`config.mk`:
```
export PLATFORM = sky130hd
export DESIGN_NAME = chdg_front
export DESIGN_NICKNAME = d
export VERILOG_FILES = /design/src/rtl/chdg_pkg.sv /design/src/rtl/chdg_front.sv
export SDC_FILE = /design/constraint.sdc
export NUM_CORES = 1
export LEC_CHECK = 0
export ABC_CLOCK_PERIOD_IN_PS = 1300
export BUFFER_PORTS_ARGS = -buffer_cell sky130_fd_sc_hd__buf_2
export CORE_UTILIZATION = 50
export DETAILED_ROUTE_END_ITERATION = 10
export PLACE_DENSITY_LB_ADDON = 0.3
export SETUP_SLACK_MARGIN = 0.1
export SYNTH_ARGS = -nofsm -noshare
export SYNTH_HDL_FRONTEND = slang
export SYNTH_SLANG_ARGS = --single-unit
```
`constraint.sdc`:
```
create_clock -name clk -period 1.3 [get_ports clk]
set_input_delay 0.13 -clock clk [delete_from_list [all_inputs] [get_ports clk]]
set_output_delay 0.13 -clock clk [all_outputs]
set_load 0.05 [all_outputs]
```
`src/rtl/chdg_pkg.sv`:
```
// Shared types, constants and the arctangent table for the compass heading unit.
package chdg_pkg;

    // Register map of the configuration port.
    localparam int APB_DATA_W  = 32;
    localparam int APB_ADDR_W  = 3;
    localparam int REG_SEL_BIT = 2;
    localparam logic REG_X_OFFSET = 1'b0;
    localparam logic REG_Y_OFFSET = 1'b1;

    // Fixed-point formats of the arctangent chain.
    localparam int GUARD_BITS   = 32;
    localparam int ANG_FRAC     = 40;
    localparam int ANGLE_W      = ANG_FRAC + 8;
    localparam int CORDIC_STEPS = 32;

    // Radians to degrees, resolved at elaboration.
    localparam real PI_VAL      = 3.14159265358979323846;
    localparam real DEG_PER_RAD = 180.0 / PI_VAL;

    // Heading width and the fixed headings.
    localparam int HEAD_W = 9;
    localparam logic [HEAD_W-1:0] DEG_0   = 9'd0;
    localparam logic [HEAD_W-1:0] DEG_45  = 9'd45;
    localparam logic [HEAD_W-1:0] DEG_90  = 9'd90;
    localparam logic [HEAD_W-1:0] DEG_179 = 9'd179;
    localparam logic [HEAD_W-1:0] DEG_180 = 9'd180;
    localparam logic [HEAD_W-1:0] DEG_270 = 9'd270;
    localparam logic [HEAD_W-1:0] DEG_359 = 9'd359;
    localparam logic [HEAD_W-1:0] DEG_360 = 9'd360;

    // Sample class, decided once at the front and carried down the chain.
    typedef logic [1:0] kind_t;
    localparam kind_t KIND_ANGLE  = 2'd0;
    localparam kind_t KIND_X_ZERO = 2'd1;
    localparam kind_t KIND_Y_ZERO = 2'd2;
    localparam kind_t KIND_EQUAL  = 2'd3;

    typedef struct packed {
        kind_t kind;
        logic  x_pos;
        logic  y_pos;
    } tag_t;

    // atan(2^-step) in degrees with ANG_FRAC fractional bits, rounded.
    function automatic logic [ANGLE_W-1:0] atan_step(input int step);
        real r;
        r = $atan(2.0 ** (-step)) * DEG_PER_RAD * (2.0 ** ANG_FRAC);
        return ANGLE_W'(longint'(r));
    endfunction

endpackage

```
`src/rtl/chdg_front.sv`:
```
// Front stage: offset removal, magnitudes, sample class and chain entry vectors.
module chdg_front #(
    parameter int SAMPLE_WIDTH = 16,
    parameter int VEC_W        = SAMPLE_WIDTH + 35
) (
    input  logic                          clk,
    input  logic                          rst_n,
    input  logic                          en,
    input  logic                          v_in,
    input  logic signed [SAMPLE_WIDTH-1:0] x_raw,
    input  logic signed [SAMPLE_WIDTH-1:0] y_raw,
    input  logic signed [SAMPLE_WIDTH-1:0] x_offset,
    input  logic signed [SAMPLE_WIDTH-1:0] y_offset,
    output logic                          v_out,
    output logic signed [VEC_W-1:0]       x_out,
    output logic signed [VEC_W-1:0]       y_out,
    output chdg_pkg::tag_t                tag_out
);
    import chdg_pkg::*;

    logic signed [SAMPLE_WIDTH:0]   dx;
    logic signed [SAMPLE_WIDTH:0]   dy;
    logic signed [SAMPLE_WIDTH:0]   dx_neg;
    logic signed [SAMPLE_WIDTH:0]   dy_neg;
    logic [SAMPLE_WIDTH-1:0]        ax;
    logic [SAMPLE_WIDTH-1:0]        ay;
    tag_t                           tag_next;
    logic                           v_reg;
    logic signed [VEC_W-1:0]        x_reg;
    logic signed [VEC_W-1:0]        y_reg;
    tag_t                           tag_reg;

    // Exact differences, one bit wider than the samples.
    assign dx = {x_raw[SAMPLE_WIDTH-1], x_raw} - {x_offset[SAMPLE_WIDTH-1], x_offset};
    assign dy = {y_raw[SAMPLE_WIDTH-1], y_raw} - {y_offset[SAMPLE_WIDTH-1], y_offset};
    assign dx_neg = -dx;
    assign dy_neg = -dy;

    // Magnitudes always fit in SAMPLE_WIDTH bits.
    assign ax = dx[SAMPLE_WIDTH] ? dx_neg[SAMPLE_WIDTH-1:0] : dx[SAMPLE_WIDTH-1:0];
    assign ay = dy[SAMPLE_WIDTH] ? dy_neg[SAMPLE_WIDTH-1:0] : dy[SAMPLE_WIDTH-1:0];

    // Classify the sample: axis cases, equal magnitudes or a real angle.
    always_comb
    begin
        tag_next.x_pos = !dx[SAMPLE_WIDTH] && (dx != '0);
        tag_next.y_pos = !dy[SAMPLE_WIDTH] && (dy != '0);
        if (dx == '0)
        begin
            tag_next.kind = KIND_X_ZERO;
        end
        else if (dy == '0)
        begin
            tag_next.kind = KIND_Y_ZERO;
        end
        else if (ax == ay)
        begin
            tag_next.kind = KIND_EQUAL;
        end
        else
        begin
            tag_next.kind = KIND_ANGLE;
        end
    end

    always_ff @(posedge clk or negedge rst_n)
    begin
        if (!rst_n)
        begin
            v_reg <= 1'b0;
        end
        else if (en)
        begin
            v_reg <= v_in;
        end
    end

    // Vectors enter the chain scaled up by the guard bits.
    always_ff @(posedge clk)
    begin
        if (en)
        begin
            x_reg   <= signed'({3'b000, ax, {GUARD_BITS{1'b0}}});
            y_reg   <= signed'({3'b000, ay, {GUARD_BITS{1'b0}}});
            tag_reg <= tag_next;
        end
    end

    assign v_out   = v_reg;
    assign x_out   = x_reg;
    assign y_out   = y_reg;
    assign tag_out = tag_reg;

`ifndef SYNTH
    // A sample that needs the arctangent has two nonzero magnitudes.
    a_angle_nonzero: assert property (@(posedge clk) disable iff (!rst_n)
        (v_reg && tag_reg.kind == KIND_ANGLE) |-> (x_reg != '0 && y_reg != '0))
        else $error("angle sample entered the chain with a zero component");
`endif

endmodule

```
==> flow_summary.ini <==
[global_route]
grt_pass1_vias = 5679
grt_max_degree = 37
grtUsageTotal_pct = 36.1
antenna_found_initial = 2
grt_pass1_wl_um = 28200
grt-ovfl-total = 0

[clocking]
clock_tree.root_cell = clkbuf_8
cts.sinks = 37
clk_latency_ps = 320
tritoncts = built
clk_pin_slew_ps = 80
clk_path_buf_depth = 2
cts_buffers = 5
htree_num_levels = 2

[setup_path]
cp.arrival_ps = 3830
path_max_fanout = 3
crit_type = input pin to flop
slowest_delay_ps = 450
critPathSlowestCell = nor4_1
start_kind = input pin
cp_cell_sequence = buf_2, buf_4, ha_1, nor2b_1, o31a_1, buf_4, nor4_1, nor4_1, buf_4, nor4_4, buf_4, a31oi_1, xor2_1, xnor3_1, nor3_1, nand3_1, a21boi_1
required_ps = 1480
end_kind = flop
cpMostUsedCell = buf_4

[routing]
drt_iter0_markers = 924
via_per_inst = 6.31
vias = 6422
routed_wl_um = 24700
ant_nets = 0
detail_route.wl_per_cell_um = 24.3
firstDrtPassIters = 9
post-route-drc-count = 0

[synth]
ys_warn_count = 0
synth_edf_count = 36
ys_ff_latch = 37
async_flop_share_pct = 2.70
yosysTopAreaCellShare_pct = 22.4
synth_top_cells_by_area = edfxtp_1 (22%), buf_4 (11%), ha_1 (8.8%)
synthDistinctLibCells = 79
yosys.area.top_type = edfxtp_1
syn-instance-count = 557
synth_top_cells_by_count = buf_4 (71), inv_1 (45), edfxtp_1 (36), xnor2_1 (36), ha_1 (34)
synth_ff_type = edfxtp_1
seq_area_frac_synth_pct = 22.9
syn-cell-area_mm2 = 0.00482
avgSynthCellArea_um2 = 8.66
synth.most_common_cell = buf_4

[die]
fp-row-count = 35
die-area_mm2 = 0.0100
ios = 175
core-area_mm2 = 0.00928
start_util_pct = 52.0
fp.dieH_um = 100
die_width_um = 100

[timing]
finalHoldViolations = 0
relSlewSlack_pct = 61.2
max_slew.worst_pin.slew_ps = 581
period_share_pct = 281
timing.fmax_mhz = 274
clock_skew_ps = 0
fin_crit_ps = 3650
setup_viol = 34
worst_slack_ps = -2350
rsz0062_at_grt = true
hold_slack_ps = 57.5
maxSlewViolCount = 0

[placement]
portBuffers = 104
dp_hpwl_um = 11600
place_congestion = 0.909

[layout]
fin_nets = 989
drive_above_1_share_pct = 57.0
final_util_pct = 89.9
areaGrowthSynthToFinish_pct = 73.1

[power_and_ir_drop]
clkPwrFrac_pct = 11.0
internal_power_mw = 5.16
combPwrFrac_pct = 71.7
seqPwrFrac_pct = 17.3
p_leak_nw = 3.91
peakVddDrop_mv = 0.906
p_switching_mw = 4.97
p_per_area_mw_per_mm2 = 1210
swShare_pct = 49.1

[outcome]
outcome = finished, violations left
violations = negative setup slack

[worst_hold_path]
hold_class = input pin to flop

[flow_run]
drv_cap = 0
## metrics by stage
step                setup WS (ps)  power (mW)  area (µm²)  cells  setup TNS, ps
floorplan                   -1950        5.37        5410    626         -32240
global placement            -2350        6.95        6900    965         -46740
detailed placement          -2480        7.09        6900    965         -48710
CTS                         -2010        8.63        7660    994         -35190
global route                -2610        10.4        8350   1016         -46560
finish                      -2350        10.1        8350   1017         -41850
## power groups by stage
stage,sequential (mW),clock [mW],combinational (mW)
floorplan,2.60,0,2.76
global placement,1.76,0,5.19
detailed placement,1.76,0,5.33
CTS,1.74,0.992,5.91
global route,1.77,1.13,7.47
finish,1.76,1.11,7.26
## registers in the layout (all words and copies together) (netlist names)
name     cells
x_out       16
y_out       16
tag_out      4
v_out        1
## cells by family after synthesis
kind of cell    synth area share [%]
xor+xnor                        12.1
compound gates                  22.9
fa+ha+maj                       9.65
other cells                   0.0777
flops                           22.9
simple gates                    15.2
buf+inv                         16.3
mux                            0.856
## metal layers
layer	wire length, µm	vias up	share of wire, %	global-route usage (%)
li1	-	2564	-	-
met1	7770	2849	31	43.2
met3	3530	281	14	6.41
met5	0	-	0	0
met2	10800	728	44	61.9
met4	2600	0	11	19.2
## placed cells by master (no fill, tap or decap), drive strengths merged, types with 4 or more instances in the layout
master and count:
a211oi 5, a21o 13, a21oi 34, a31oi 12, and2 9, and3 10, and4 4, buf 339
clkbuf 6, conb 70, edfxtp 36, ha 34, inv 45, nand2 24, nand3 14, nand4 6
nor2 22, nor2b 7, nor3 9, nor4 6, o211a 4, o211ai 7, o21a 7, o21ai 19
o31a 4, o31ai 6, or3 5, xnor2 36, xor2 23
## what timing repair did
item / in CTS / in global routing
hold endpoints to repair: 1 / 0
buffers inserted: 26 / 29
resized for setup: 91 / 95
pin swaps: 41 / 52
hold buffers: 1 / 0
setup endpoints to repair: 34 / 34
## path summary, 6_finish.rpt
| check | startpoint | slack, ps | depth (start not counted) | to |
|---|---|---|---|---|
| setup / recovery | x_raw[1] | -2350 | 17 | tag_out[3] |
| hold / removal | v_in | 60 | 2 | v_out |
| setup reg to reg | v_out | 540 | 1 | v_out |
| hold reg to reg | v_out | 530 | 1 | v_out |
| max in group asynchronous | rst_n | 1090 | 2 | v_out |
| min in group asynchronous | rst_n | 130 | 2 | v_out |
## critical path: cells and delay by family
kind,cells,cell delay [ps]
buf+inv,5,840
compound gates,3,630
xor+xnor,2,730
fa+ha+maj,1,270
simple gates,6,1250
## area by class of cell
type	instances	area [µm²]
multi-input combinational	456	4310
antenna	2	5.00
timing repair buffer	340	2460
sequential	37	1110
clock inverter	2	35.0
tap	129	161
clock buffer	6	72.6
inverter	45	199
fill	356	935
(Power assumes the default switching activity.)
