--- src/rtl/chdg_pkg.sv ---
// Shared types, constants and the arctangent table for the compass heading unit.
package chdg_pkg;

    // Register map of the configuration port.
    localparam int APB_DATA_W  = 32;
    localparam int APB_ADDR_W  = 3;
    localparam int REG_SEL_BIT = 2;
    localparam logic REG_X_OFFSET = 1'b0;
    localparam logic REG_Y_OFFSET = 1'b1;

    // Fixed-point formats of the arctangent chain.
    localparam int GUARD_BITS   = 32;
    localparam int ANG_FRAC     = 40;
    localparam int ANGLE_W      = ANG_FRAC + 8;
    localparam int CORDIC_STEPS = 32;

    // Radians to degrees, resolved at elaboration.
    localparam real PI_VAL      = 3.14159265358979323846;
    localparam real DEG_PER_RAD = 180.0 / PI_VAL;

    // Heading width and the fixed headings.
    localparam int HEAD_W = 9;
    localparam logic [HEAD_W-1:0] DEG_0   = 9'd0;
    localparam logic [HEAD_W-1:0] DEG_45  = 9'd45;
    localparam logic [HEAD_W-1:0] DEG_90  = 9'd90;
    localparam logic [HEAD_W-1:0] DEG_179 = 9'd179;
    localparam logic [HEAD_W-1:0] DEG_180 = 9'd180;
    localparam logic [HEAD_W-1:0] DEG_270 = 9'd270;
    localparam logic [HEAD_W-1:0] DEG_359 = 9'd359;
    localparam logic [HEAD_W-1:0] DEG_360 = 9'd360;

    // Sample class, decided once at the front and carried down the chain.
    typedef logic [1:0] kind_t;
    localparam kind_t KIND_ANGLE  = 2'd0;
    localparam kind_t KIND_X_ZERO = 2'd1;
    localparam kind_t KIND_Y_ZERO = 2'd2;
    localparam kind_t KIND_EQUAL  = 2'd3;

    typedef struct packed {
        kind_t kind;
        logic  x_pos;
        logic  y_pos;
    } tag_t;

    // atan(2^-step) in degrees with ANG_FRAC fractional bits, rounded.
    function automatic logic [ANGLE_W-1:0] atan_step(input int step);
        real r;
        r = $atan(2.0 ** (-step)) * DEG_PER_RAD * (2.0 ** ANG_FRAC);
        return ANGLE_W'(longint'(r));
    endfunction

endpackage

--- src/rtl/chdg_back.sv ---
// Back end: quadrant placement, truncation, output register and skid buffer.
module chdg_back (
    input  logic                                clk,
    input  logic                                rst_n,
    input  logic                                v_in,
    input  logic signed [chdg_pkg::ANGLE_W-1:0] z_in,
    input  chdg_pkg::tag_t                      tag_in,
    input  logic                                stall,
    output logic                                room,
    output logic                                out_valid,
    output logic [chdg_pkg::HEAD_W-1:0]         heading_deg
);
    import chdg_pkg::*;

    logic [6:0]        q7;
    logic              frac;
    logic [HEAD_W-1:0] q;
    logic              f;
    logic [HEAD_W-1:0] head_next;
    logic              hv_reg;
    logic [HEAD_W-1:0] hd_reg;
    logic              out_valid_reg;
    logic              out_valid_next;
    logic [HEAD_W-1:0] out_head_reg;
    logic [HEAD_W-1:0] out_head_next;
    logic              skid_valid_reg;
    logic              skid_valid_next;
    logic [HEAD_W-1:0] skid_head_reg;
    logic [HEAD_W-1:0] skid_head_next;
    logic              en;
    logic              incoming;
    logic              take;

    // Integer degrees and a flag for a nonzero fraction.
    assign q7   = z_in[ANG_FRAC+6:ANG_FRAC];
    assign frac = |z_in[ANG_FRAC-1:0];

    // Equal magnitudes give exactly 45; a slightly negative angle clamps to 0.
    always_comb
    begin
        if (tag_in.kind == KIND_EQUAL)
        begin
            q = DEG_45;
            f = 1'b0;
        end
        else if (z_in[ANGLE_W-1])
        begin
            q = DEG_0;
            f = 1'b0;
        end
        else
        begin
            q = {2'b00, q7};
            f = frac;
        end
    end

    // Place the angle by quadrant; reflected angles truncate toward zero.
    always_comb
    begin
        case (tag_in.kind)
            KIND_X_ZERO:
            begin
                head_next = tag_in.y_pos ? DEG_90 : DEG_270;
            end
            KIND_Y_ZERO:
            begin
                head_next = tag_in.x_pos ? DEG_0 : DEG_180;
            end
            default:
            begin
                if (tag_in.x_pos && tag_in.y_pos)
                begin
                    head_next = q;
                end
                else if (tag_in.y_pos)
                begin
                    head_next = (f ? DEG_179 : DEG_180) - q;
                end
                else if (!tag_in.x_pos)
                begin
                    head_next = DEG_180 + q;
                end
                else
                begin
                    head_next = (f ? DEG_359 : DEG_360) - q;
                end
            end
        endcase
    end

    // The whole pipeline moves while the skid buffer is empty.
    assign en       = !skid_valid_reg;
    assign room     = en;
    assign incoming = en && hv_reg;
    assign take     = out_valid_reg && !stall;

    always_ff @(posedge clk or negedge rst_n)
    begin
        if (!rst_n)
        begin
            hv_reg <= 1'b0;
        end
        else if (en)
        begin
            hv_reg <= v_in;
        end
    end

    always_ff @(posedge clk)
    begin
        if (en)
        begin
            hd_reg <= head_next;
        end
    end

    // Output register with a one-beat skid stage behind it.
    always_comb
    begin
        out_valid_next  = out_valid_reg;
        out_head_next   = out_head_reg;
        skid_valid_next = skid_valid_reg;
        skid_head_next  = skid_head_reg;
        if (skid_valid_reg)
        begin
            if (take)
            begin
                out_head_next   = skid_head_reg;
                skid_valid_next = 1'b0;
            end
        end
        else if (incoming)
        begin
            if (!out_valid_reg || take)
            begin
                out_valid_next = 1'b1;
                out_head_next  = hd_reg;
            end
            else
            begin
                skid_valid_next = 1'b1;
                skid_head_next  = hd_reg;
            end
        end
        else if (take)
        begin
            out_valid_next = 1'b0;
        end
    end

    always_ff @(posedge clk or negedge rst_n)
    begin
        if (!rst_n)
        begin
            out_valid_reg  <= 1'b0;
            skid_valid_reg <= 1'b0;
        end
        else
        begin
            out_valid_reg  <= out_valid_next;
            skid_valid_reg <= skid_valid_next;
        end
    end

    always_ff @(posedge clk)
    begin
        out_head_reg  <= out_head_next;
        skid_head_reg <= skid_head_next;
    end

    assign out_valid   = out_valid_reg;
    assign heading_deg = out_head_reg;

`ifndef SYNTH
    // The skid stage only holds a beat while the output register is full.
    a_skid_behind_out: assert property (@(posedge clk) disable iff (!rst_n)
        skid_valid_reg |-> out_valid_reg)
        else $error("skid stage full while output register empty");

    // The skid stage fills only when a waiting beat was stalled.
    a_skid_fill: assert property (@(posedge clk) disable iff (!rst_n)
        $rose(skid_valid_reg) |-> $past(out_valid_reg && stall))
        else $error("skid stage filled without a stalled output beat");

    // Every heading delivered lies in the compass range.
    a_head_range: assert property (@(posedge clk) disable iff (!rst_n)
        out_valid_reg |-> (out_head_reg < DEG_360))
        else $error("heading out of range");
`endif

endmodule

--- config.mk ---
export PLATFORM = sky130hd
export DESIGN_NAME = chdg_back
export DESIGN_NICKNAME = d
export VERILOG_FILES = /design/src/rtl/chdg_pkg.sv /design/src/rtl/chdg_back.sv
export SDC_FILE = /design/constraint.sdc
export NUM_CORES = 1
export LEC_CHECK = 0
export ABC_AREA = 1
export ABC_CLOCK_PERIOD_IN_PS = 1900
export BUFFER_PORTS_ARGS = -buffer_cell sky130_fd_sc_hd__buf_2
export CAP_MARGIN = 20
export CORE_UTILIZATION = 49
export DETAILED_ROUTE_END_ITERATION = 8
export HOLD_SLACK_MARGIN = 0.08
export PLACE_DENSITY = 0.79
export SETUP_SLACK_MARGIN = 0.2
export SYNTH_ARGS = -nofsm -noshare
export SYNTH_HDL_FRONTEND = slang
export SYNTH_SLANG_ARGS = --single-unit
--- constraint.sdc ---
create_clock -name clk -period 1.9 [get_ports clk]
set_clock_uncertainty 0.05 [all_clocks]
set_input_delay 0.38 -clock clk [delete_from_list [all_inputs] [get_ports clk]]
set_output_delay 0.38 -clock clk [all_outputs]
set_load 0.02 [all_outputs]
==> out/qor.yml <==
setup_path:
  rr_startpoint: "skid_valid_reg$_DFF_PN0_"
  r2r_end: "heading_deg[0]$_DFFE_PP_"
  crit_type: "input pin to flop"
  worst-path-max-fanout: 3
  cp-start-kind: "input pin"
  reg2reg_slack_ns: 0.52
  critical_path_required_ns: 1.89
  crit_path_start: "z_in[17]"
  setup.worst_path.end: "hd_reg[6]$_DFFE_PN_"
  worstPathArrival_ns: 2.44
  r2r_cells: 5
  worstSetupEndpointType: "flop"
sta:
  worst_pin_slew_ns: 0.382
  period_share_pct: 129
  maxSlewHeadroom_pct: 74.5
  rsz0062_at_grt: "yes"
  tns_ns: -3.38
  fmax_mhz: 407
  hold_viol: 0
  maxSlewViolCount: 0
  finalSetupViolations: 8
  postLayoutSetupSlackWorst_ns: -0.555
  hold_ws_ns: 0.254
  min_period_ns: 2.46
pwr:
  p_int_mw: 1.71
  p_clk_share_pct: 17.9
  combinationalPowerShare_pct: 39.0
  pwr-share-seq_pct: 43.1
  ir_worst_vdd_mv: 0.370
  pwr_density_cell_nw_per_um2: 1010
  p_switching_mw: 0.952
  netSwitchingFraction_pct: 35.8
  leakage_nw: 1.31
synth:
  async_flop_share_pct: 10.0
  yosysWarningCount: 0
  synthesis.nets: 294
  yosysTopAreaCellShare_pct: 43.9
  ys_ff_latch: 30
  synth.distinct_cells: 25
  synth_commonest_cells: "89 x nand2_1, 27 x edfxtp_1, 20 x nand3_1"
  synth_area_leaders: "edfxtp_1 44%, nand2_1 18%, ha_1 6.1%, nand3_1 5.4%, dfrtp_1 4.1%"
  synth_most_common_cell: "nand2_1"
  synth_edf_count: 27
  seq_area_frac_synth_pct: 47.9
  yosysTopAreaCell: "edfxtp_1"
  postSynthAreaPerCell_um2: 8.11
  synthCells: 228
  synth-main-ff-cell: "edfxtp_1"
  synth_area_um2: 1850
route:
  wl_mm: 4.34
  dr.pass1.iters: 5
  ant_nets: 0
  drt_iter0_drc: 159
  route.vias.total: 1930
  drc: 0
  viasPerCell: 5.17
  wire_per_inst_um: 11.6
grt:
  grt.busiest_layer: "met2"
  met1_usage_pct: 24.6
  use_met3_pct: 5.62
  grt_util_met2_pct: 43.9
  grt-ovfl-total: 0
  grt_max_degree: 20
  grt_pass1_wl_mm: 7.40
  grt_pass1_vias: 1865
  grt_antenna_before_repair: 0
  grtUsageTotal_pct: 24.2
die:
  std_cell_rows: 21
  die_h_um: 63.4
  ios: 67
  die_x_um: 63.4
  dieArea_um2: 4020
  initial_core_util_pct: 53.3
  coreArea_um2: 3470
cts:
  clock_sinks: 30
  clk_latency_ns: 0.28
  cts_tree: "built"
  clk_pin_slew_worst_paths_ns: 0.06
  clk_path_buf_depth: 2
  cts_buffers: 5
  clock-root-buffer: "clkbuf_8"
  htreeDepth: 2
placement:
  dp_cells: 362
  io_buffer_count: 66
  gp_congestion: 0.979
  dp_hpwl_mm: 3.34
final_layout:
  final_cell_count_no_fill: 373
  fill_cells: 267
  regArea_um2: 886
  antenna_cells: 0
  multi_input_area_um2: 941
  layout.nets: 392
  post-route-util_pct: 75.6
  area_delta_synth_final_pct: 41.8
  drive_gt1_share_pct: 39.1
status:
  violations: "setup timing"
  outcome: "finished, violations left"
hold_path:
  hp-class: "input pin to flop"
flow_run:
  maxCapViolCount: 0
[power groups by stage]
| stage | clock network (mW) | registers (mW) | logic (mW) |
|---|---|---|---|
| global placement | 0 | 1.15 | 0.957 |
| finish | 0.475 | 1.15 | 1.04 |
| global route | 0.517 | 1.18 | 1.14 |
| CTS | 0.484 | 1.15 | 1.02 |
| floorplan | 0 | 1.29 | 0.474 |
| detailed placement | 0 | 1.17 | 0.984 |
[cell type report]
class                   instances  share of cell area, %
multi-input cells             172                   35.9
flip-flops and latches         30                   33.8
well taps                      46                   2.20
inverters                      23                   3.29
repair buffers                 94                   21.7
clock inverters                 2                  0.334
clock buffers                   6                   2.77
[worst min path at each step]
stage	start	endpoint	slack [ns]	cells after the start
floorplan	rst_n	hv_reg$_DFFE_PN0N_	0.03	0
global placement	rst_n	out_valid$_DFFE_PN0P_	0.13	1
detailed placement	rst_n	out_valid$_DFFE_PN0P_	0.13	1
CTS	v_in	hv_reg$_DFFE_PN0N_	0.25	3
global route	v_in	hv_reg$_DFFE_PN0N_	0.25	3
finish	v_in	hv_reg$_DFFE_PN0N_	0.25	3
[stage by stage]
stage	worst slack, ns	power (mW)	area, µm²
global route	-0.752	2.84	2620
global placement	-0.760	2.10	2430
detailed placement	-0.848	2.15	2430
finish	-0.555	2.66	2620
CTS	-0.513	2.65	2600
floorplan	-0.583	1.77	1870
[worst max-delay path: stages]
cell      delay [ns]
buf_2           0.10
nor4_2          0.26
nand2_1         0.08
nor2_1          0.09
nand3_1         0.11
o21ai_2         0.16
ha_2            0.19
inv_2           0.04
fa_2            0.36
nand3b_1        0.11
nand2_1         0.08
nand2_1         0.06
nand2_1         0.06
nand2_1         0.07
nand2_2         0.06
nand2_1         0.06
nand2_1         0.04
nand3_1         0.06
nand2_1         0.06
[routing by layer]
metal / vias to the layer above / share of wire, % / wire length [µm]
met4: 0 / 3.0 / 132
met1: 840 / 39 / 1690
met5: - / 0 / 0
met2: 110 / 50 / 2190
met3: 14 / 7.7 / 333
li1: 966 / - / -
[kinds of logic after synthesis]
kind of cell / synth area share [%]
DFF: 47.9
and+or+nand+nor: 31.6
buffers and inverters: 5.35
AOI/OAI and AO/OA: 7.52
xor gates and xnor gates: 0.474
adders and majority gates: 7.18
[cells in the final DEF, fill, tap and decap left out, drive strengths merged]
cell type / count
nor4: 10
nand3b: 1
dfrtp: 3
nand2: 91
o21a: 1
buf: 93
xor2: 1
inv: 23
o21ai: 10
a21o: 1
a21oi: 12
clkbuf: 6
nor2: 11
dlygate4sd3: 1
o211ai: 1
fa: 1
nand3: 20
clkinv: 2
o22ai: 1
ha: 9
nand4: 2
edfxtp: 27
[timing repair]
| item | CTS | global route |
|---|---|---|
| gates resized for setup | 14 | 5 |
| endpoints found under the hold margin | 3 | 0 |
| setup endpoints to repair | 8 | 9 |
| hold buffers | 1 | 0 |
| setup buffers | 1 | 1 |
| pin swaps | 5 | 6 |
No activity file was read; power rests on OpenSTA's default activity.
