--- src/rtl/chdg_pkg.sv ---
// Shared types, constants and the arctangent table for the compass heading unit.
package chdg_pkg;

    // Register map of the configuration port.
    localparam int APB_DATA_W  = 32;
    localparam int APB_ADDR_W  = 3;
    localparam int REG_SEL_BIT = 2;
    localparam logic REG_X_OFFSET = 1'b0;
    localparam logic REG_Y_OFFSET = 1'b1;

    // Fixed-point formats of the arctangent chain.
    localparam int GUARD_BITS   = 32;
    localparam int ANG_FRAC     = 40;
    localparam int ANGLE_W      = ANG_FRAC + 8;
    localparam int CORDIC_STEPS = 32;

    // Radians to degrees, resolved at elaboration.
    localparam real PI_VAL      = 3.14159265358979323846;
    localparam real DEG_PER_RAD = 180.0 / PI_VAL;

    // Heading width and the fixed headings.
    localparam int HEAD_W = 9;
    localparam logic [HEAD_W-1:0] DEG_0   = 9'd0;
    localparam logic [HEAD_W-1:0] DEG_45  = 9'd45;
    localparam logic [HEAD_W-1:0] DEG_90  = 9'd90;
    localparam logic [HEAD_W-1:0] DEG_179 = 9'd179;
    localparam logic [HEAD_W-1:0] DEG_180 = 9'd180;
    localparam logic [HEAD_W-1:0] DEG_270 = 9'd270;
    localparam logic [HEAD_W-1:0] DEG_359 = 9'd359;
    localparam logic [HEAD_W-1:0] DEG_360 = 9'd360;

    // Sample class, decided once at the front and carried down the chain.
    typedef logic [1:0] kind_t;
    localparam kind_t KIND_ANGLE  = 2'd0;
    localparam kind_t KIND_X_ZERO = 2'd1;
    localparam kind_t KIND_Y_ZERO = 2'd2;
    localparam kind_t KIND_EQUAL  = 2'd3;

    typedef struct packed {
        kind_t kind;
        logic  x_pos;
        logic  y_pos;
    } tag_t;

    // atan(2^-step) in degrees with ANG_FRAC fractional bits, rounded.
    function automatic logic [ANGLE_W-1:0] atan_step(input int step);
        real r;
        r = $atan(2.0 ** (-step)) * DEG_PER_RAD * (2.0 ** ANG_FRAC);
        return ANGLE_W'(longint'(r));
    endfunction

endpackage

--- src/rtl/chdg_apb_regs.sv ---
// Configuration registers for the hard-iron offsets behind an APB-style port.
module chdg_apb_regs #(
    parameter int SAMPLE_WIDTH = 16
) (
    input  logic                                 clk,
    input  logic                                 rst_n,
    input  logic                                 psel,
    input  logic                                 penable,
    input  logic                                 pwrite,
    input  logic [chdg_pkg::APB_ADDR_W-1:0]      paddr,
    input  logic [chdg_pkg::APB_DATA_W-1:0]      pwdata,
    output logic [chdg_pkg::APB_DATA_W-1:0]      prdata,
    output logic                                 pready,
    output logic signed [SAMPLE_WIDTH-1:0]       x_offset,
    output logic signed [SAMPLE_WIDTH-1:0]       y_offset
);
    import chdg_pkg::*;

    logic signed [SAMPLE_WIDTH-1:0] x_off_reg;
    logic signed [SAMPLE_WIDTH-1:0] y_off_reg;
    logic                           wr_en;
    logic                           sel_y;

    assign pready = 1'b1;
    assign wr_en  = psel && penable && pwrite;
    assign sel_y  = (paddr[REG_SEL_BIT] == REG_Y_OFFSET);

    // Register writes; address bit REG_SEL_BIT selects the register and the low address bits are ignored.
    always_ff @(posedge clk or negedge rst_n)
    begin
        if (!rst_n)
        begin
            x_off_reg <= '0;
            y_off_reg <= '0;
        end
        else if (wr_en)
        begin
            if (sel_y)
            begin
                y_off_reg <= pwdata[SAMPLE_WIDTH-1:0];
            end
            else
            begin
                x_off_reg <= pwdata[SAMPLE_WIDTH-1:0];
            end
        end
    end

    // Read data is the register value, sign-extended to the bus width.
    always_comb
    begin
        if (paddr[REG_SEL_BIT] == REG_X_OFFSET)
        begin
            prdata = {{(APB_DATA_W-SAMPLE_WIDTH){x_off_reg[SAMPLE_WIDTH-1]}}, x_off_reg};
        end
        else
        begin
            prdata = {{(APB_DATA_W-SAMPLE_WIDTH){y_off_reg[SAMPLE_WIDTH-1]}}, y_off_reg};
        end
    end

    assign x_offset = x_off_reg;
    assign y_offset = y_off_reg;

endmodule

--- config.mk ---
export PLATFORM = sky130hd
export DESIGN_NAME = chdg_apb_regs
export DESIGN_NICKNAME = d
export VERILOG_FILES = /design/src/rtl/chdg_pkg.sv /design/src/rtl/chdg_apb_regs.sv
export SDC_FILE = /design/constraint.sdc
export NUM_CORES = 1
export LEC_CHECK = 0
export BUFFER_PORTS_ARGS = -buffer_cell sky130_fd_sc_hd__buf_2
export CAP_MARGIN = 10
export CORE_ASPECT_RATIO = 0.75
export CORE_MARGIN = 5
export CORE_UTILIZATION = 45
export DETAILED_ROUTE_END_ITERATION = 10
export PLACE_DENSITY = 0.85
export RECOVER_POWER = 25
export SETUP_SLACK_MARGIN = 0.1
export SLEW_MARGIN = 5
export SYNTH_ARGS = -nofsm -noshare
export SYNTH_HDL_FRONTEND = slang
export SYNTH_SLANG_ARGS = --single-unit
--- constraint.sdc ---
create_clock -name clk -period 2.3 [get_ports clk]
set_clock_uncertainty 0.1 [all_clocks]
set_input_delay 0.46 -clock clk [delete_from_list [all_inputs] [get_ports clk]]
set_output_delay 0.46 -clock clk [all_outputs]
set_load 0.02 [all_outputs]
==> results.py, run 1 <==
metrics = {
    "die": {
        "die_x_um": 78.7,
        "core_region_area_um2": 3360,
        "fp-row-count": 18,
        "die_h_um": 61.5,
        "fp.dieArea_um2": 4850,
        "initial_core_util_pct": 47.5,
        "pin_count": 105,
    },
    "synth": {
        "ys_ff_latch": 32,
        "synth_top_area_share_pct": 50.2,
        "ys_top_cells_by_area": "dfrtp_1, mux2_2, mux2_4",
        "syn_inst": 104,
        "yosys.area.top_type": "dfrtp_1",
        "synthesis.area_um2": 1590,
        "synth.avg_cell_area_um2": 15.3,
        "yosysSeqAreaShare_pct": 50.2,
        "ys_warn_count": 0,
        "synth_cell_types": 9,
        "synth_nets": 144,
    },
    "cells_and_area": {
        "nets": 216,
        "final_common_cell": "buf_2",
        "stdcell_area_um2": 2020,
        "drive_above_1_share_pct": 80.2,
        "fillers": 285,
        "area_growth_pct": 26.5,
        "final_cell_mix": "buf_2, mux2_2, dfrtp_1, mux2_4, clkbuf_8",
        "antenna_cells": 0,
    },
    "clock_network": {
        "htreeDepth": 2,
        "post_cts_buffers": 0,
        "cts_hold_buffers": 0,
        "cts_tree": "yes",
        "cts-resized-gates": 0,
        "numClockSinks": 32,
        "cts_max_path_buffers": 2,
        "clk_latency_ns": 0.27,
        "cts_root_buf": "clkbuf_8",
        "path_clk_slew_ns": 0.07,
        "numCtsBuffers": 5,
    },
    "critical_path": {
        "cp.required_ns": 1.74,
        "cp_max_fo": 10,
        "cp.arrival_ns": 1.47,
        "crit_path_start_kind": "primary input",
        "worst-setup-path-type": "primary input to output pin",
        "cp-end-kind": "output pin",
    },
    "place": {
        "dpl_cell_area_um2": 1910,
        "post-place-ws_ns": 0.263,
        "dpl.hpwl_mm": 2.78,
        "port-buffer-count": 85,
        "place.gp.congestion": 0.689,
    },
    "status": {
        "status": "complete, but fails checks",
        "violations": "max-capacitance violations, max-slew violations",
    },
    "sta": {
        "slew_violations": 33,
        "period_share_pct": 88.2,
        "timing.final.ws_setup_ns": 0.272,
        "fmax_mhz": 493,
        "worstMarginPinSlew_ns": 1.74,
        "setup_viol": 0,
        "relSlewSlack_pct": -15.8,
        "period_minus_slack_ns": 2.03,
        "rsz0062_at_grt": "false",
        "whs_ns": 0.323,
        "timing.setup.tns_ns": 0,
        "hold_viol_final": 0,
    },
    "routing": {
        "ant_nets": 0,
        "vias": 1078,
        "wl_per_cell_um": 16.8,
        "drt-total-wl_mm": 3.64,
        "via_per_inst": 4.97,
        "drtPass1Iterations": 4,
        "drc_errors": 0,
        "first_iter_violations": 24,
    },
    "power_and_ir_drop": {
        "ir_drop_uv": 507,
        "p_leak_nw": 1.07,
        "finalPower_mw": 2.20,
        "powerDensity_nw_per_um2": 1090,
    },
    "run": {
        "maxCapViolCount": 1,
    },
    "grt": {
        "gr-total-overflow": 0,
        "grt_start_max_net_pins": 33,
        "grt_pass1_vias": 1118,
        "grt_use_total_pct": 15.3,
        "antenna_found_initial": 0,
        "grt_pass1_wl_mm": 5.53,
    },
    "min_path": {
        "hp-class": "primary input to register",
    },
}
## layer usage
metal / vias to the layer above / GRT usage, % / part of all wire, %
li1: 493 / - / -
met1: 541 / 17.1 / 40
met2: 39 / 27.4 / 54
met3: 5 / 4.68 / 5.9
met4: 0 / 7.73 / 0.85
met5: - / 0 / 0
## path summary, 6_finish.rpt
| kind | from | to | slack, ns | cells past startpoint |
|---|---|---|---|---|
| min | pwdata[1] | x_offset[1]$_DFFE_PN0P_ | 0.32 | 2 |
| max reg2reg | y_offset[10]$_DFFE_PN0P_ | y_offset[10]$_DFFE_PN0P_ | 1.40 | 1 |
| min in group asynchronous | rst_n | y_offset[10]$_DFFE_PN0P_ | 0.54 | 1 |
| max | paddr[2] | prdata[8] | 0.27 | 4 |
| min reg2reg | y_offset[6]$_DFFE_PN0P_ | y_offset[6]$_DFFE_PN0P_ | 0.43 | 1 |
| max in group asynchronous | rst_n | x_offset[15]$_DFFE_PN0P_ | 0.56 | 1 |
## Yosys cell counts (all sizes together)
cell type,n
mux2,48
dfrtp,32
buf,21
conb,1
nand4,1
nand4b,1
## cell families (layout without fill, tap and decap cells)
logic type,Yosys count,in the layout,synth area share (%)
flops,32,32,50.2
buf+inv,21,94,10.4
simple gates,2,2,2.83
other cells,1,1,0.235
mux,48,48,36.3
## final cells by class
| cell class | count | area (µm²) | area share [%] |
|---|---|---|---|
| Sequential cell | 32 | 801 | 39.7 |
| Multi-Input combinational cell | 51 | 627 | 31.1 |
| Timing Repair Buffer | 86 | 432 | 21.4 |
| Clock buffer | 6 | 72.6 | 3.60 |
| Tap cell | 40 | 50.0 | 2.48 |
| Clock inverter | 2 | 35.0 | 1.74 |
## state kept, by name (all words and copies together) (netlist names)
name	flops
x_offset	16
y_offset	16
## worst max-delay path, cell delays in order
cell,delay (ns)
buf_2,0.24
buf_4,0.25
mux2_2,0.35
buf_2,0.16
## power by group
part,switching [mW],internal [mW]
clock network,0.197,0.321
logic,0.544,0.358
registers,0.0907,0.688
## stage by stage
stage          util, %  cells
6_report          60.1    217
5_1_grt           60.1    217
4_1_cts           60.1    217
3_5_place_dp      56.9    209
3_3_place_gp      56.9    209
2_1_floorplan        -    104
No activity file was read; power rests on OpenSTA's default activity.
==> run 2: changes to the inputs <==
Settings changed: ABC_AREA set to 1, CAP_MARGIN 10 to 15, SLEW_MARGIN 5 to 0.
==> run 2 against run 1 <==
Net effect:
- the flow still finishes with violations (max-capacitance violations, max-slew violations)
- area after synthesis grew 1.9%
- synthesized cell count grew 100%
- cell count grew 48%
- cell area grew 1.3%
- die area grew 1.6%
- worst setup slack gained 0.16 ns
- non-clock buffer count grew 5
- clock power shrank 15%
- critical path depth is the same
- combinational power shrank 22%
- clock-buffer cell count grew 1
- critical path type unchanged
- largest power group is now sequential cells
- highest routed layer unchanged
==> results.py, run 2 <==
metrics = {
    "status": {
        "status": "complete, but fails checks",
        "violations": "max-capacitance violations, max-slew violations",
    },
    "die": {
        "die_x_um": 79.4,
        "core_region_area_um2": 3380,
        "fp.dieArea_um2": 4920,
        "pin_count": 105,
        "fp-row-count": 18,
        "die_h_um": 62.0,
        "initial_core_util_pct": 48.1,
    },
    "cells_and_area": {
        "final_common_cell": "nand2_1",
        "nets": 321,
        "drive_above_1_share_pct": 35.5,
        "regArea_um2": 801,
        "antenna_cells": 0,
        "final_cell_mix": "nand2_1, buf_2, nand3_1, dfrtp_1",
        "fin_cells": 322,
        "stdcell_area_um2": 2040,
        "fillers": 324,
        "area_growth_pct": 25.8,
        "multi_input_area_um2": 622,
    },
    "clock_network": {
        "clk_latency_ns": 0.27,
        "cts_root_buf": "clkbuf_8",
        "cts_hold_buffers": 0,
        "cts_tree": "yes",
        "cts_max_path_buffers": 2,
        "path_clk_slew_ns": 0.07,
        "numClockSinks": 32,
        "numCtsBuffers": 5,
        "cts-resized-gates": 0,
        "htreeDepth": 2,
        "post_cts_buffers": 0,
    },
    "critical_path": {
        "path_cells": "buf_2, nand2_1, nand2_1, buf_2",
        "cp.arrival_ns": 1.31,
        "worst-setup-path-type": "primary input to output pin",
        "slowest_delay_ns": 0.28,
        "cp.required_ns": 1.74,
        "cp-end-kind": "output pin",
        "cp_slowest_cell": "nand2_1",
        "crit_path_start_kind": "primary input",
        "cp_max_fo": 17,
    },
    "synth": {
        "synth-edff-count": 0,
        "synth_commonest_cells": "nand2_1, dfrtp_1, nand3_1",
        "ys_ff_latch": 32,
        "synth_nets": 252,
        "synth.avg_cell_area_um2": 7.66,
        "yosysSeqAreaShare_pct": 49.3,
        "synth_top_area_share_pct": 49.3,
        "yosysMostFrequentCell": "nand2_1",
        "syn_inst": 212,
        "synth_cell_types": 12,
        "synthFlopType": "dfrtp_1",
        "yosys.area.top_type": "dfrtp_1",
        "ys_warn_count": 0,
        "async_flop_share_pct": 100,
        "synthesis.area_um2": 1620,
        "ys_top_cells_by_area": "dfrtp_1, nand2_1, nand3_1",
    },
    "routing": {
        "vias": 1544,
        "drc_errors": 0,
        "wl_per_cell_um": 12.5,
        "ant_nets": 0,
        "via_per_inst": 4.80,
        "drtPass1Iterations": 5,
        "first_iter_violations": 54,
        "drt-total-wl_mm": 4.03,
    },
    "place": {
        "port-buffer-count": 85,
        "place.gp.congestion": 0.719,
        "dpl_cell_area_um2": 1950,
        "dp.cells": 314,
        "dpl.hpwl_mm": 2.93,
    },
    "sta": {
        "timing.setup.tns_ns": 0,
        "fmax_mhz": 534,
        "relSlewSlack_pct": -9.16,
        "period_share_pct": 81.4,
        "rsz0062_at_grt": "false",
        "hold_viol_final": 0,
        "slew_violations": 33,
        "worstMarginPinSlew_ns": 1.64,
        "setup_viol": 0,
        "period_minus_slack_ns": 1.87,
    },
    "grt": {
        "grt_start_max_net_pins": 33,
        "grt_use_total_pct": 16.8,
        "grt_pass1_wl_mm": 6.43,
        "antenna_found_initial": 0,
        "gr-total-overflow": 0,
        "grt_pass1_vias": 1343,
    },
    "power_and_ir_drop": {
        "p_clk_share_pct": 23.3,
        "internal_power_mw": 1.13,
        "ir_drop_uv": 390,
        "p_seq_share_pct": 39.6,
        "switching_power_uw": 759,
        "p_sw_share_pct": 40.1,
        "combPwrFrac_pct": 37.1,
        "finalPower_mw": 1.89,
        "p_leak_nw": 1.27,
        "powerDensity_nw_per_um2": 926,
    },
    "min_path": {
        "hp-class": "primary input to register",
    },
    "run": {
        "maxCapViolCount": 1,
    },
}
==> run 2: cell types whose count changed in the layout (fill, tap and decap cells not counted), moves of 5 or more <==
cell	change
buf_4	+5
mux2_2	-38
mux2_4	-10
nand2_1	+113
nand3_1	+32
==> run 2: path summary, 6_finish.rpt <==
| path | startpoint | to | slack, ns | cells past startpoint |
|---|---|---|---|---|
| max | paddr[2] | prdata[16] | 0.43 | 4 |
| min | pwdata[8] | y_offset[8]$_DFFE_PN0P_ | 0.33 | 3 |
| max reg2reg | x_offset[5]$_DFFE_PN0P_ | x_offset[5]$_DFFE_PN0P_ | 1.56 | 2 |
| min reg2reg | y_offset[15]$_DFFE_PN0P_ | y_offset[15]$_DFFE_PN0P_ | 0.39 | 2 |
| max in group asynchronous | rst_n | y_offset[15]$_DFFE_PN0P_ | 0.65 | 1 |
| min in group asynchronous | rst_n | x_offset[7]$_DFFE_PN0P_ | 0.49 | 1 |
==> run 2: metrics by stage <==
step	worst slack [ns]	hold WS [ns]	utilization (%)
final	0.428	0.329	60.5
after global routing	0.272	0.334	60.5
after CTS	0.393	0.143	60.5
after detailed placement	0.392	0.381	57.7
after global placement	0.434	0.375	57.7
after floorplan	0.165	0.0644	-
==> run 2: cell families (layout without fill, tap and decap cells) <==
kind of cell	Yosys count	count (layout)	share of synthesized area [%]
buffers and inverters	31	101	12.4
other	1	1	0.231
DFF	32	32	49.3
and+or+nand+nor	148	148	38.1
==> run 2: critical path, delay by kind of cell <==
| family | cells | cell delay [ns] |
|---|---|---|
| buf+inv | 2 | 0.49 |
| simple gates | 2 | 0.36 |
==> run 2: final cells by class <==
cell class	instances	area share, %
Inverter	2	0.367
Tap cell	40	2.45
Multi-Input combinational cell	149	30.4
Clock inverter	1	0.367
Sequential cell	32	39.2
Clock buffer	7	4.23
Timing Repair Buffer	91	23.0
==> run 2: power groups by stage <==
stage | combinational, mW | clock [mW] | sequential, mW
4_1_cts | 0.715 | 0.451 | 0.749
2_1_floorplan | 0.378 | 0 | 0.884
6_report | 0.702 | 0.442 | 0.750
5_1_grt | 0.768 | 0.475 | 0.768
3_3_place_gp | 0.701 | 0 | 0.755
3_5_place_dp | 0.715 | 0 | 0.758
==> run 2: per-layer routing <==
metal | GRT usage, % | wire length (µm) | share of wire [%]
met1 | 21.9 | 1790 | 44
met2 | 27.7 | 1930 | 48
met3 | 4.90 | 277 | 6.9
met4 | 5.15 | 27 | 0.67
met5 | 0 | 0 | 0
