`config.mk`:
```
export PLATFORM = sky130hd
export DESIGN_NAME = chdg_cordic_cell
export DESIGN_NICKNAME = d
export VERILOG_FILES = /design/src/rtl/chdg_pkg.sv /design/src/rtl/chdg_cordic_cell.sv
export SDC_FILE = /design/constraint.sdc
export NUM_CORES = 1
export LEC_CHECK = 0
export BUFFER_PORTS_ARGS = -buffer_cell sky130_fd_sc_hd__clkbuf_2
export CAP_MARGIN = 20
export CORE_ASPECT_RATIO = 0.9
export CORE_MARGIN = 2
export CORE_UTILIZATION = 30
export CTS_CLUSTER_SIZE = 40
export DETAILED_ROUTE_END_ITERATION = 12
export PLACE_DENSITY = 0.61
export SYNTH_ARGS = -nofsm -noshare
export SYNTH_HDL_FRONTEND = slang
export SYNTH_SLANG_ARGS = --single-unit
```
`constraint.sdc`:
```
create_clock -name clk -period 0.8 [get_ports clk]
set_clock_uncertainty 0.05 [all_clocks]
set_input_delay 0.08 -clock clk [delete_from_list [all_inputs] [get_ports clk]]
set_output_delay 0.08 -clock clk [all_outputs]
set_load 0.02 [all_outputs]
```
`src/rtl/chdg_pkg.sv`:
```
// Shared types, constants and the arctangent table for the compass heading unit.
package chdg_pkg;

    // Register map of the configuration port.
    localparam int APB_DATA_W  = 32;
    localparam int APB_ADDR_W  = 3;
    localparam int REG_SEL_BIT = 2;
    localparam logic REG_X_OFFSET = 1'b0;
    localparam logic REG_Y_OFFSET = 1'b1;

    // Fixed-point formats of the arctangent chain.
    localparam int GUARD_BITS   = 32;
    localparam int ANG_FRAC     = 40;
    localparam int ANGLE_W      = ANG_FRAC + 8;
    localparam int CORDIC_STEPS = 32;

    // Radians to degrees, resolved at elaboration.
    localparam real PI_VAL      = 3.14159265358979323846;
    localparam real DEG_PER_RAD = 180.0 / PI_VAL;

    // Heading width and the fixed headings.
    localparam int HEAD_W = 9;
    localparam logic [HEAD_W-1:0] DEG_0   = 9'd0;
    localparam logic [HEAD_W-1:0] DEG_45  = 9'd45;
    localparam logic [HEAD_W-1:0] DEG_90  = 9'd90;
    localparam logic [HEAD_W-1:0] DEG_179 = 9'd179;
    localparam logic [HEAD_W-1:0] DEG_180 = 9'd180;
    localparam logic [HEAD_W-1:0] DEG_270 = 9'd270;
    localparam logic [HEAD_W-1:0] DEG_359 = 9'd359;
    localparam logic [HEAD_W-1:0] DEG_360 = 9'd360;

    // Sample class, decided once at the front and carried down the chain.
    typedef logic [1:0] kind_t;
    localparam kind_t KIND_ANGLE  = 2'd0;
    localparam kind_t KIND_X_ZERO = 2'd1;
    localparam kind_t KIND_Y_ZERO = 2'd2;
    localparam kind_t KIND_EQUAL  = 2'd3;

    typedef struct packed {
        kind_t kind;
        logic  x_pos;
        logic  y_pos;
    } tag_t;

    // atan(2^-step) in degrees with ANG_FRAC fractional bits, rounded.
    function automatic logic [ANGLE_W-1:0] atan_step(input int step);
        real r;
        r = $atan(2.0 ** (-step)) * DEG_PER_RAD * (2.0 ** ANG_FRAC);
        return ANGLE_W'(longint'(r));
    endfunction

endpackage

```
`src/rtl/chdg_cordic_cell.sv`:
```
// One vectoring step of the arctangent chain, with its own pipeline register.
module chdg_cordic_cell #(
    parameter int STEP  = 0,
    parameter int VEC_W = 51
) (
    input  logic                                   clk,
    input  logic                                   rst_n,
    input  logic                                   en,
    input  logic                                   v_in,
    input  logic signed [VEC_W-1:0]                x_in,
    input  logic signed [VEC_W-1:0]                y_in,
    input  logic signed [chdg_pkg::ANGLE_W-1:0]    z_in,
    input  chdg_pkg::tag_t                         tag_in,
    output logic                                   v_out,
    output logic signed [VEC_W-1:0]                x_out,
    output logic signed [VEC_W-1:0]                y_out,
    output logic signed [chdg_pkg::ANGLE_W-1:0]    z_out,
    output chdg_pkg::tag_t                         tag_out
);
    import chdg_pkg::*;

    localparam logic signed [ANGLE_W-1:0] ATAN = signed'(atan_step(STEP));

    logic signed [VEC_W-1:0]   xs;
    logic signed [VEC_W-1:0]   ys;
    logic                      rot_down;
    logic signed [VEC_W-1:0]   x_next;
    logic signed [VEC_W-1:0]   y_next;
    logic signed [ANGLE_W-1:0] z_next;
    logic                      v_reg;
    logic signed [VEC_W-1:0]   x_reg;
    logic signed [VEC_W-1:0]   y_reg;
    logic signed [ANGLE_W-1:0] z_reg;
    tag_t                      tag_reg;

    // Arithmetic shifts round toward minus infinity.
    assign xs       = x_in >>> STEP;
    assign ys       = y_in >>> STEP;
    assign rot_down = !y_in[VEC_W-1] && (y_in != '0);

    // Rotate toward the x axis and accumulate the angle in degrees.
    always_comb
    begin
        if (rot_down)
        begin
            x_next = x_in + ys;
            y_next = y_in - xs;
            z_next = z_in + ATAN;
        end
        else
        begin
            x_next = x_in - ys;
            y_next = y_in + xs;
            z_next = z_in - ATAN;
        end
    end

    always_ff @(posedge clk or negedge rst_n)
    begin
        if (!rst_n)
        begin
            v_reg <= 1'b0;
        end
        else if (en)
        begin
            v_reg <= v_in;
        end
    end

    always_ff @(posedge clk)
    begin
        if (en)
        begin
            x_reg   <= x_next;
            y_reg   <= y_next;
            z_reg   <= z_next;
            tag_reg <= tag_in;
        end
    end

    assign v_out   = v_reg;
    assign x_out   = x_reg;
    assign y_out   = y_reg;
    assign z_out   = z_reg;
    assign tag_out = tag_reg;

`ifndef SYNTH
    // The x component of a vector in the right half-plane stays positive.
    a_x_positive: assert property (@(posedge clk) disable iff (!rst_n)
        (v_reg && tag_reg.kind == KIND_ANGLE) |-> (!x_reg[VEC_W-1] && x_reg != '0))
        else $error("cordic x component left the right half-plane");
`endif

endmodule

```
==> results of run 1 <==
[metrics by stage]
| stage | setup TNS [ps] | area, sq um |
|---|---|---|
| after floorplan | -163190 | 15500 |
| after global placement | -255150 | 22600 |
| after detailed placement | -258880 | 22600 |
| after CTS | -247640 | 26200 |
| after global routing | -260670 | 27100 |
| final | -249700 | 27100 |
[placed cells by master (no fill, tap or decap), types with 22 or more instances in the layout]
master	Yosys	routed
buf_4	1	707
clkbuf_2	0	250
a21oi_1	231	163
edfxtp_1	153	153
inv_1	164	144
ha_1	171	138
nor2_1	130	108
nand2_1	92	77
o21ai_0	120	72
xnor2_1	93	70
buf_6	1	62
a21oi_2	0	52
dlygate4sd3_1	0	50
o21bai_1	45	40
ha_4	0	31
a21o_1	31	30
buf_2	1	30
nand4_1	28	28
o21ai_2	0	27
nand3_1	29	24
nor4_1	38	23
xnor2_2	0	22
nor3_1	29	22
[logic make-up (layout without fill, tap and decap cells)]
kind of cell / after synthesis / count (layout)
buffers and inverters: 242 / 1367
other: 0 / 2
AND/OR/NAND/NOR: 401 / 401
adder cells (fa/ha/maj): 175 / 175
flip-flops: 154 / 154
AO/OA/AOI/OAI: 586 / 586
multiplexers: 25 / 25
XOR/XNOR: 104 / 104
[registers in the layout, indices dropped and copies added, names as in the netlist]
signal / flops
x_out: 51
y_out: 50
z_out: 48
tag_out: 4
v_out: 1
[final timing paths]
kind	startpoint	endpoint	slack (ps)	cells after the start
worst max-delay path	y_in[6]	y_out[27]$_DFFE_PP_	-2050	13
worst min-delay path	z_in[40]	z_out[41]$_DFFE_PP_	-30	2
worst max register to register	v_out$_DFFE_PN0P_	v_out$_DFFE_PN0P_	-40	1
worst min register to register	v_out$_DFFE_PN0P_	v_out$_DFFE_PN0P_	490	1
max in group asynchronous	rst_n	v_out$_DFFE_PN0P_	170	3
min in group asynchronous	rst_n	v_out$_DFFE_PN0P_	410	3
[final cells by class]
cell class	instances	share of cell area, %
multi-input cells	1291	41.3
repair buffers	1167	34.0
flip-flops and latches	154	17.0
well taps	624	2.88
inverters	168	2.50
clock buffers	17	1.57
clock inverters	15	0.679
diodes	2	0.0185
[report_power, final]
part	total, mW	internal (mW)	leakage (nW)	switching (mW)
combinational	20.7	9.55	10.7	11.1
sequential	10.9	10.4	1.51	0.435
clock	8.76	4.71	0.297	4.04
[routing by layer]
metal  wire, um  vias up  track usage (%)
met3       6170      127             7.09
met5          0        -                0
li1           -     8357                -
met1      30800     8561             37.1
met2      32900      760             45.1
met4       2210        0             9.47
[timing repair]
| item | CTS | global route |
|---|---|---|
| buffers inserted | 80 | 39 |
| gates cloned | 14 | 0 |
| endpoints found under the setup margin | 263 | 335 |
| resized for setup | 355 | 191 |
| endpoints found under the hold margin | 60 | 1 |
| pin swaps | 142 | 112 |
==> impl_results.md, run 1 <==
* Port-buffer cells at 312
* Synth warn at 0
* Via/cell ratio at 5.18
* Most frequent cell after synthesis: a21oi_1
* Period utilisation layout at 356%
* Synth top area cells: edfxtp_1 (32%), ha_1 (15%), a21oi_1 (8.0%), xnor2_1 (5.6%), inv_1 (4.3%)
* Crit path time final at between 2000 and 3000 ps
* Synth Area in Simple Gates at a little over an eighth
* Residual DRC count at 0
* Final Hold Viols at 1
* CP arrival at 3010 ps
* RSZ-0062 raised after global routing: true
* Overall power at 40.3 mW
* Xor and xnor area share after synthesis at under 10%
* Max_cap viols at 0
* Final Max Slew Viols at 0
* DRT iter0 DRCs at 1,510
* Combinational family with the most area after synthesis: compound AO/OA/AOI/OAI gates
* Worst min path class: in2reg
* Worst slew pin tran at 629 ps
* Root Buffer: clkbuf_16
* Layout cell share with drive strength beyond 1 at 52.9%
* Largest net degree at the start of global routing at 18
* Setup CP Type: in2reg
* Register area at 4620 sq um
* CTS Buffer Depth at 2
* Clock latency on the worst-skew pair at 480 ps
* Synth unique cells at 74
* Pre-CTS WS at -2610 ps
* Multi-input gate area at 11,200 sq um
* Worst Path Buf+Inv at 3
* Wirelength per Cell at 20.9 um
* I/O pin count at 313
* Detailed-route via count at approximately 18k
* Post-Synthesis Cells at 1,687
* Hold_buf cts at 50
* Post-synth EDFFs at 153
* Post-Route WL at 72.0 mm
* Mapped Nets at 2,020
* Startpoint Class: input pin
* GRT overflow at 0
* Hold Slack at -26.7 ps
* Post-synth top flop: edfxtp_1
* Peak Freq at 351 MHz
* Crit Path Max Fanout at 3
* Htree depth at 4
* Critical Path Max Stage Delay at ~550 ps
* DRT Pass-1 Iters at 8
* Slowest cell on the critical path: or4_4
* Placed insts at 3,240
* Pwr Density at 1490 nW/um^2
* Clk pin slew, worst setup/hold paths at 70 ps
* Filler cell count at 4,210
* Die area at between 40,000 and 50,000 sq um
* Finished Core Util at 56.8%
* CORE AREA at between 40,000 and 50,000 sq um
* NumNets Final at about 3.1k
* Synth Cell Area at 14,500 sq um
* Post-synthesis sequential area ratio at 31.9%
* CP endpoint kind: flop
* Die H at about 210 um
* Antenna viol nets, final at 0
* Commonest cells in the netlist: a21oi_1 (231), ha_1 (171), inv_1 (164)
* Vias in the first global route at 17.8k
* Critical path data required time at 960 ps
* Yosys top cell area share at 31.8%
* Post-Synth Adder-Cell Area at between 10% and 20%
* Avg Cell Area, Syn at 8.57 sq um
* Initial core utilization at 30.3%
* Slew HR at 57.8%
* Crit-path most repeated cell: buf_4
* Post-DP HPWL at 55.1 mm
* Yosys reg bits at between 150 and 200
* Post-Layout Cell Count at 3,438
* Initial antenna violation count at 3
* Die W at roughly 240 um
* # rows at 76
* GRT Resource Usage Total at ~28%
* P_leak at between 10 and 15 nW
* Final setup viols at 335
* Post-synthesis compound-gate area fraction at between 20% and 30%
* CTS tree: built
* Gpl congestion at 0.971
* Layout area overhead at 87.4%
* CP top delay family: simple AND/OR/NAND/NOR gates
* Worst path cell trace: buf_6 -> ha_4 -> or4_4 -> or3_4 -> a31oi_4 -> buf_4 -> nor4_1 -> a211o_1 -> buf_4 -> o21ai_4 -> a21oi_2 -> mux2i_1 -> xnor2_1
* Run status: finished with violations
* Clk sinks at 154
* Worst ir drop on vdd at 1.76 mV
* First-pass GRT wire length at 106 mm
* Mux cell area share after synthesis at roughly 1.7%
* Synth area leader: edfxtp_1
* Failing checks: hold timing, setup timing
* CTS buffer count at 17
* Async set or reset register ratio after synthesis at 0.649%
* Worst setup margin at -2050 ps
Power figures use the tool's default switching activity.
==> run 2: changes to the inputs <==
- CELL_PAD_IN_SITES_DETAIL_PLACEMENT: default -> 0
- CELL_PAD_IN_SITES_GLOBAL_PLACEMENT: default -> 1
- PLACE_DENSITY: 0.61 -> 0.75
==> impl_results.md, run 2 (synthesis gave the netlist of run 1 again) <==
* Run status: finished with violations
* Failing checks: hold timing, setup timing
* CTS buffer count at 17
* Clk sinks at 154
* Initial core utilization at a little under a third
* Max_cap viols at 0
* Sw frac at 39.2%
* Pre-CTS WS at -2840 ps
* Final setup viols at 263
* Met3 usage at 7.45%
* Vias in the first global route at 17.4k
* Worst path cell trace: buf_6 -> inv_4 -> ha_4 -> or4_4 -> or3_4 -> a31oi_4 -> nor4_4 -> o41ai_4 -> a2bb2oi_2 -> nand4_1 -> o41ai_4 -> a21oi_2 -> xor2_1
* GRT met1 Usage at 36.3%
* Worst setup margin at -2130 ps
* Crit path time final at slightly below 3000 ps
* Max FFs per register at 51
* Port-buffer cells at 312
* Largest net degree at the start of global routing at 45
* Grt met2 use at 43.6%
* NumNets Final at about 3.1k
* Reg power frac at 26.7%
* GRT Max-Usage Layer: met2
* Worst slew pin tran at 818 ps
* Worst ir drop on vdd at 1.92 mV
* First-pass GRT wire length at between 100 and 150 mm
* RSZ-0062 raised after global routing: true
* Worst Path Buf+Inv at 2
* Layout cell share with drive strength beyond 1 at 53.7%
* Most frequent cells in the layout: buf_4 (706), buf_6 (180), a21oi_1 (156)
* GRT overflow at 0
* Layout area overhead at 92.6%
* CTS Buffer Depth at 2
* Residual DRC count at 0
* # rows at 76
* Post-DP HPWL at approximately 56 mm
* Hold_buf cts at 49
* Antenna viol nets, final at 0
* Clock latency on the worst-skew pair at 500 ps
* Final Hold Viols at 2
* Slowest cell on the critical path: or4_4
* Gpl congestion at 0.960
* CP arrival at between 3000 and 4000 ps
* Die W at 235 um
* Peak Freq at between 300 and 400 MHz
* Via/cell ratio at ~5.2
* Comb power frac at 52.8%
* Initial antenna violation count at 1
* Crit-path most repeated cell: o41ai_4
* CTS tree: built
* P_leak at ~13 nW
* I/O pin count at 313
* CP endpoint kind: flop
* DRT Pass-1 Iters at 5
* Switching power at 16.2 mW
* CORE AREA at 47,700 sq um
* Detailed-route via count at 18.1k
* Root Buffer: clkbuf_16
* Most common cell after layout, fill and taps aside: buf_4
* Critical Path Max Stage Delay at 560 ps
* GRT Resource Usage Total at 27.5%
* Wirelength per Cell at 21.6 um
* Worst min path class: in2reg
* Startpoint Class: input pin
* Crit Path Max Fanout at 2
* Htree depth at 4
* Clk pin slew, worst setup/hold paths at 80 ps
* Slew HR at about 45%
* Setup CP Type: in2reg
* Die area at 50,000 sq um
* Clock power share at between 20% and 30%
* Final Max Slew Viols at 0
* Pwr Density at between 1000 and 1500 nW/um^2
* DRT iter0 DRCs at 1,455
* Die H at between 200 and 250 um
* Period utilisation layout at 367%
* Overall power at 41.4 mW
* CP top delay family: simple AND/OR/NAND/NOR gates
* Post-Route WL at about 75 mm
* Int Power at about 25 mW
* Hold Slack at -43.5 ps
* Critical path data required time at 1020 ps
run 2: cell types whose count changed in the layout (fill, tap and decap cells not counted), moves of 10 or more:
| cell | previous run | this run |
|---|---|---|
| buf_6 | 62 | 180 |
| clkbuf_2 | 250 | 145 |
| buf_2 | 30 | 44 |
| buf_16 | 15 | 5 |
| mux2i_1 | 17 | 7 |
run 2: metrics by stage:
stage	cells	TNS [ps]	hold WS (ps)	utilization, %	instance area [sq um]
floorplan	1687	-163190	-266	-	15500
global placement	3243	-275820	-194	47.2	22500
detailed placement	3243	-279410	-193	47.2	22500
CTS	3371	-235300	-79.9	53.0	25300
global route	3451	-257300	-52.6	58.4	27900
finish	3452	-246660	-43.5	58.4	27900
run 2: path summary, 6_finish.rpt:
kind / startpoint / to / slack, ps / depth (start not counted)
setup / recovery: x_in[6] / y_out[49]$_DFFE_PP_ / -2130 / 13
min in group asynchronous: rst_n / v_out$_DFFE_PN0P_ / 410 / 3
hold reg to reg: v_out$_DFFE_PN0P_ / v_out$_DFFE_PN0P_ / 480 / 1
max in group asynchronous: rst_n / v_out$_DFFE_PN0P_ / 170 / 3
hold / removal: z_in[40] / z_out[41]$_DFFE_PP_ / -40 / 2
setup reg to reg: v_out$_DFFE_PN0P_ / v_out$_DFFE_PN0P_ / -20 / 1
run 2: layout make-up:
| type | instances | area [sq um] |
|---|---|---|
| fill | 4052 | 19900 |
| tap | 624 | 781 |
| clock inverter | 15 | 164 |
| inverter | 168 | 693 |
| sequential | 154 | 4620 |
| clock buffer | 17 | 425 |
| multi-input combinational | 1291 | 11300 |
| antenna | 2 | 5.00 |
| timing repair buffer | 1181 | 9860 |
run 2: power groups by stage:
stage                     Combinational, mW  Sequential, mW  Clock (mW)
final                                  21.9            11.1        8.50
after detailed placement               16.9            11.0           0
after global placement                 16.7            11.0           0
after global routing                   22.9            11.1        8.98
after CTS                              18.7            10.9        8.78
after floorplan                        6.89            12.4           0
run 2: metal layers:
metal  wire length, um  vias to the layer above
met5                 0                        -
met4              1760                        0
met3              5890                       99
met2             34300                      760
met1             32600                     8876
li1                  -                     8381
run 2: what timing repair did:
| action | 4_1_cts | 5_1_grt |
|---|---|---|
| endpoints found under the hold margin | 50 | 3 |
| buffers inserted | 53 | 99 |
| cloned | 2 | 9 |
| resized for setup | 286 | 628 |
| endpoints found under the setup margin | 263 | 263 |
| pin swaps | 109 | 166 |
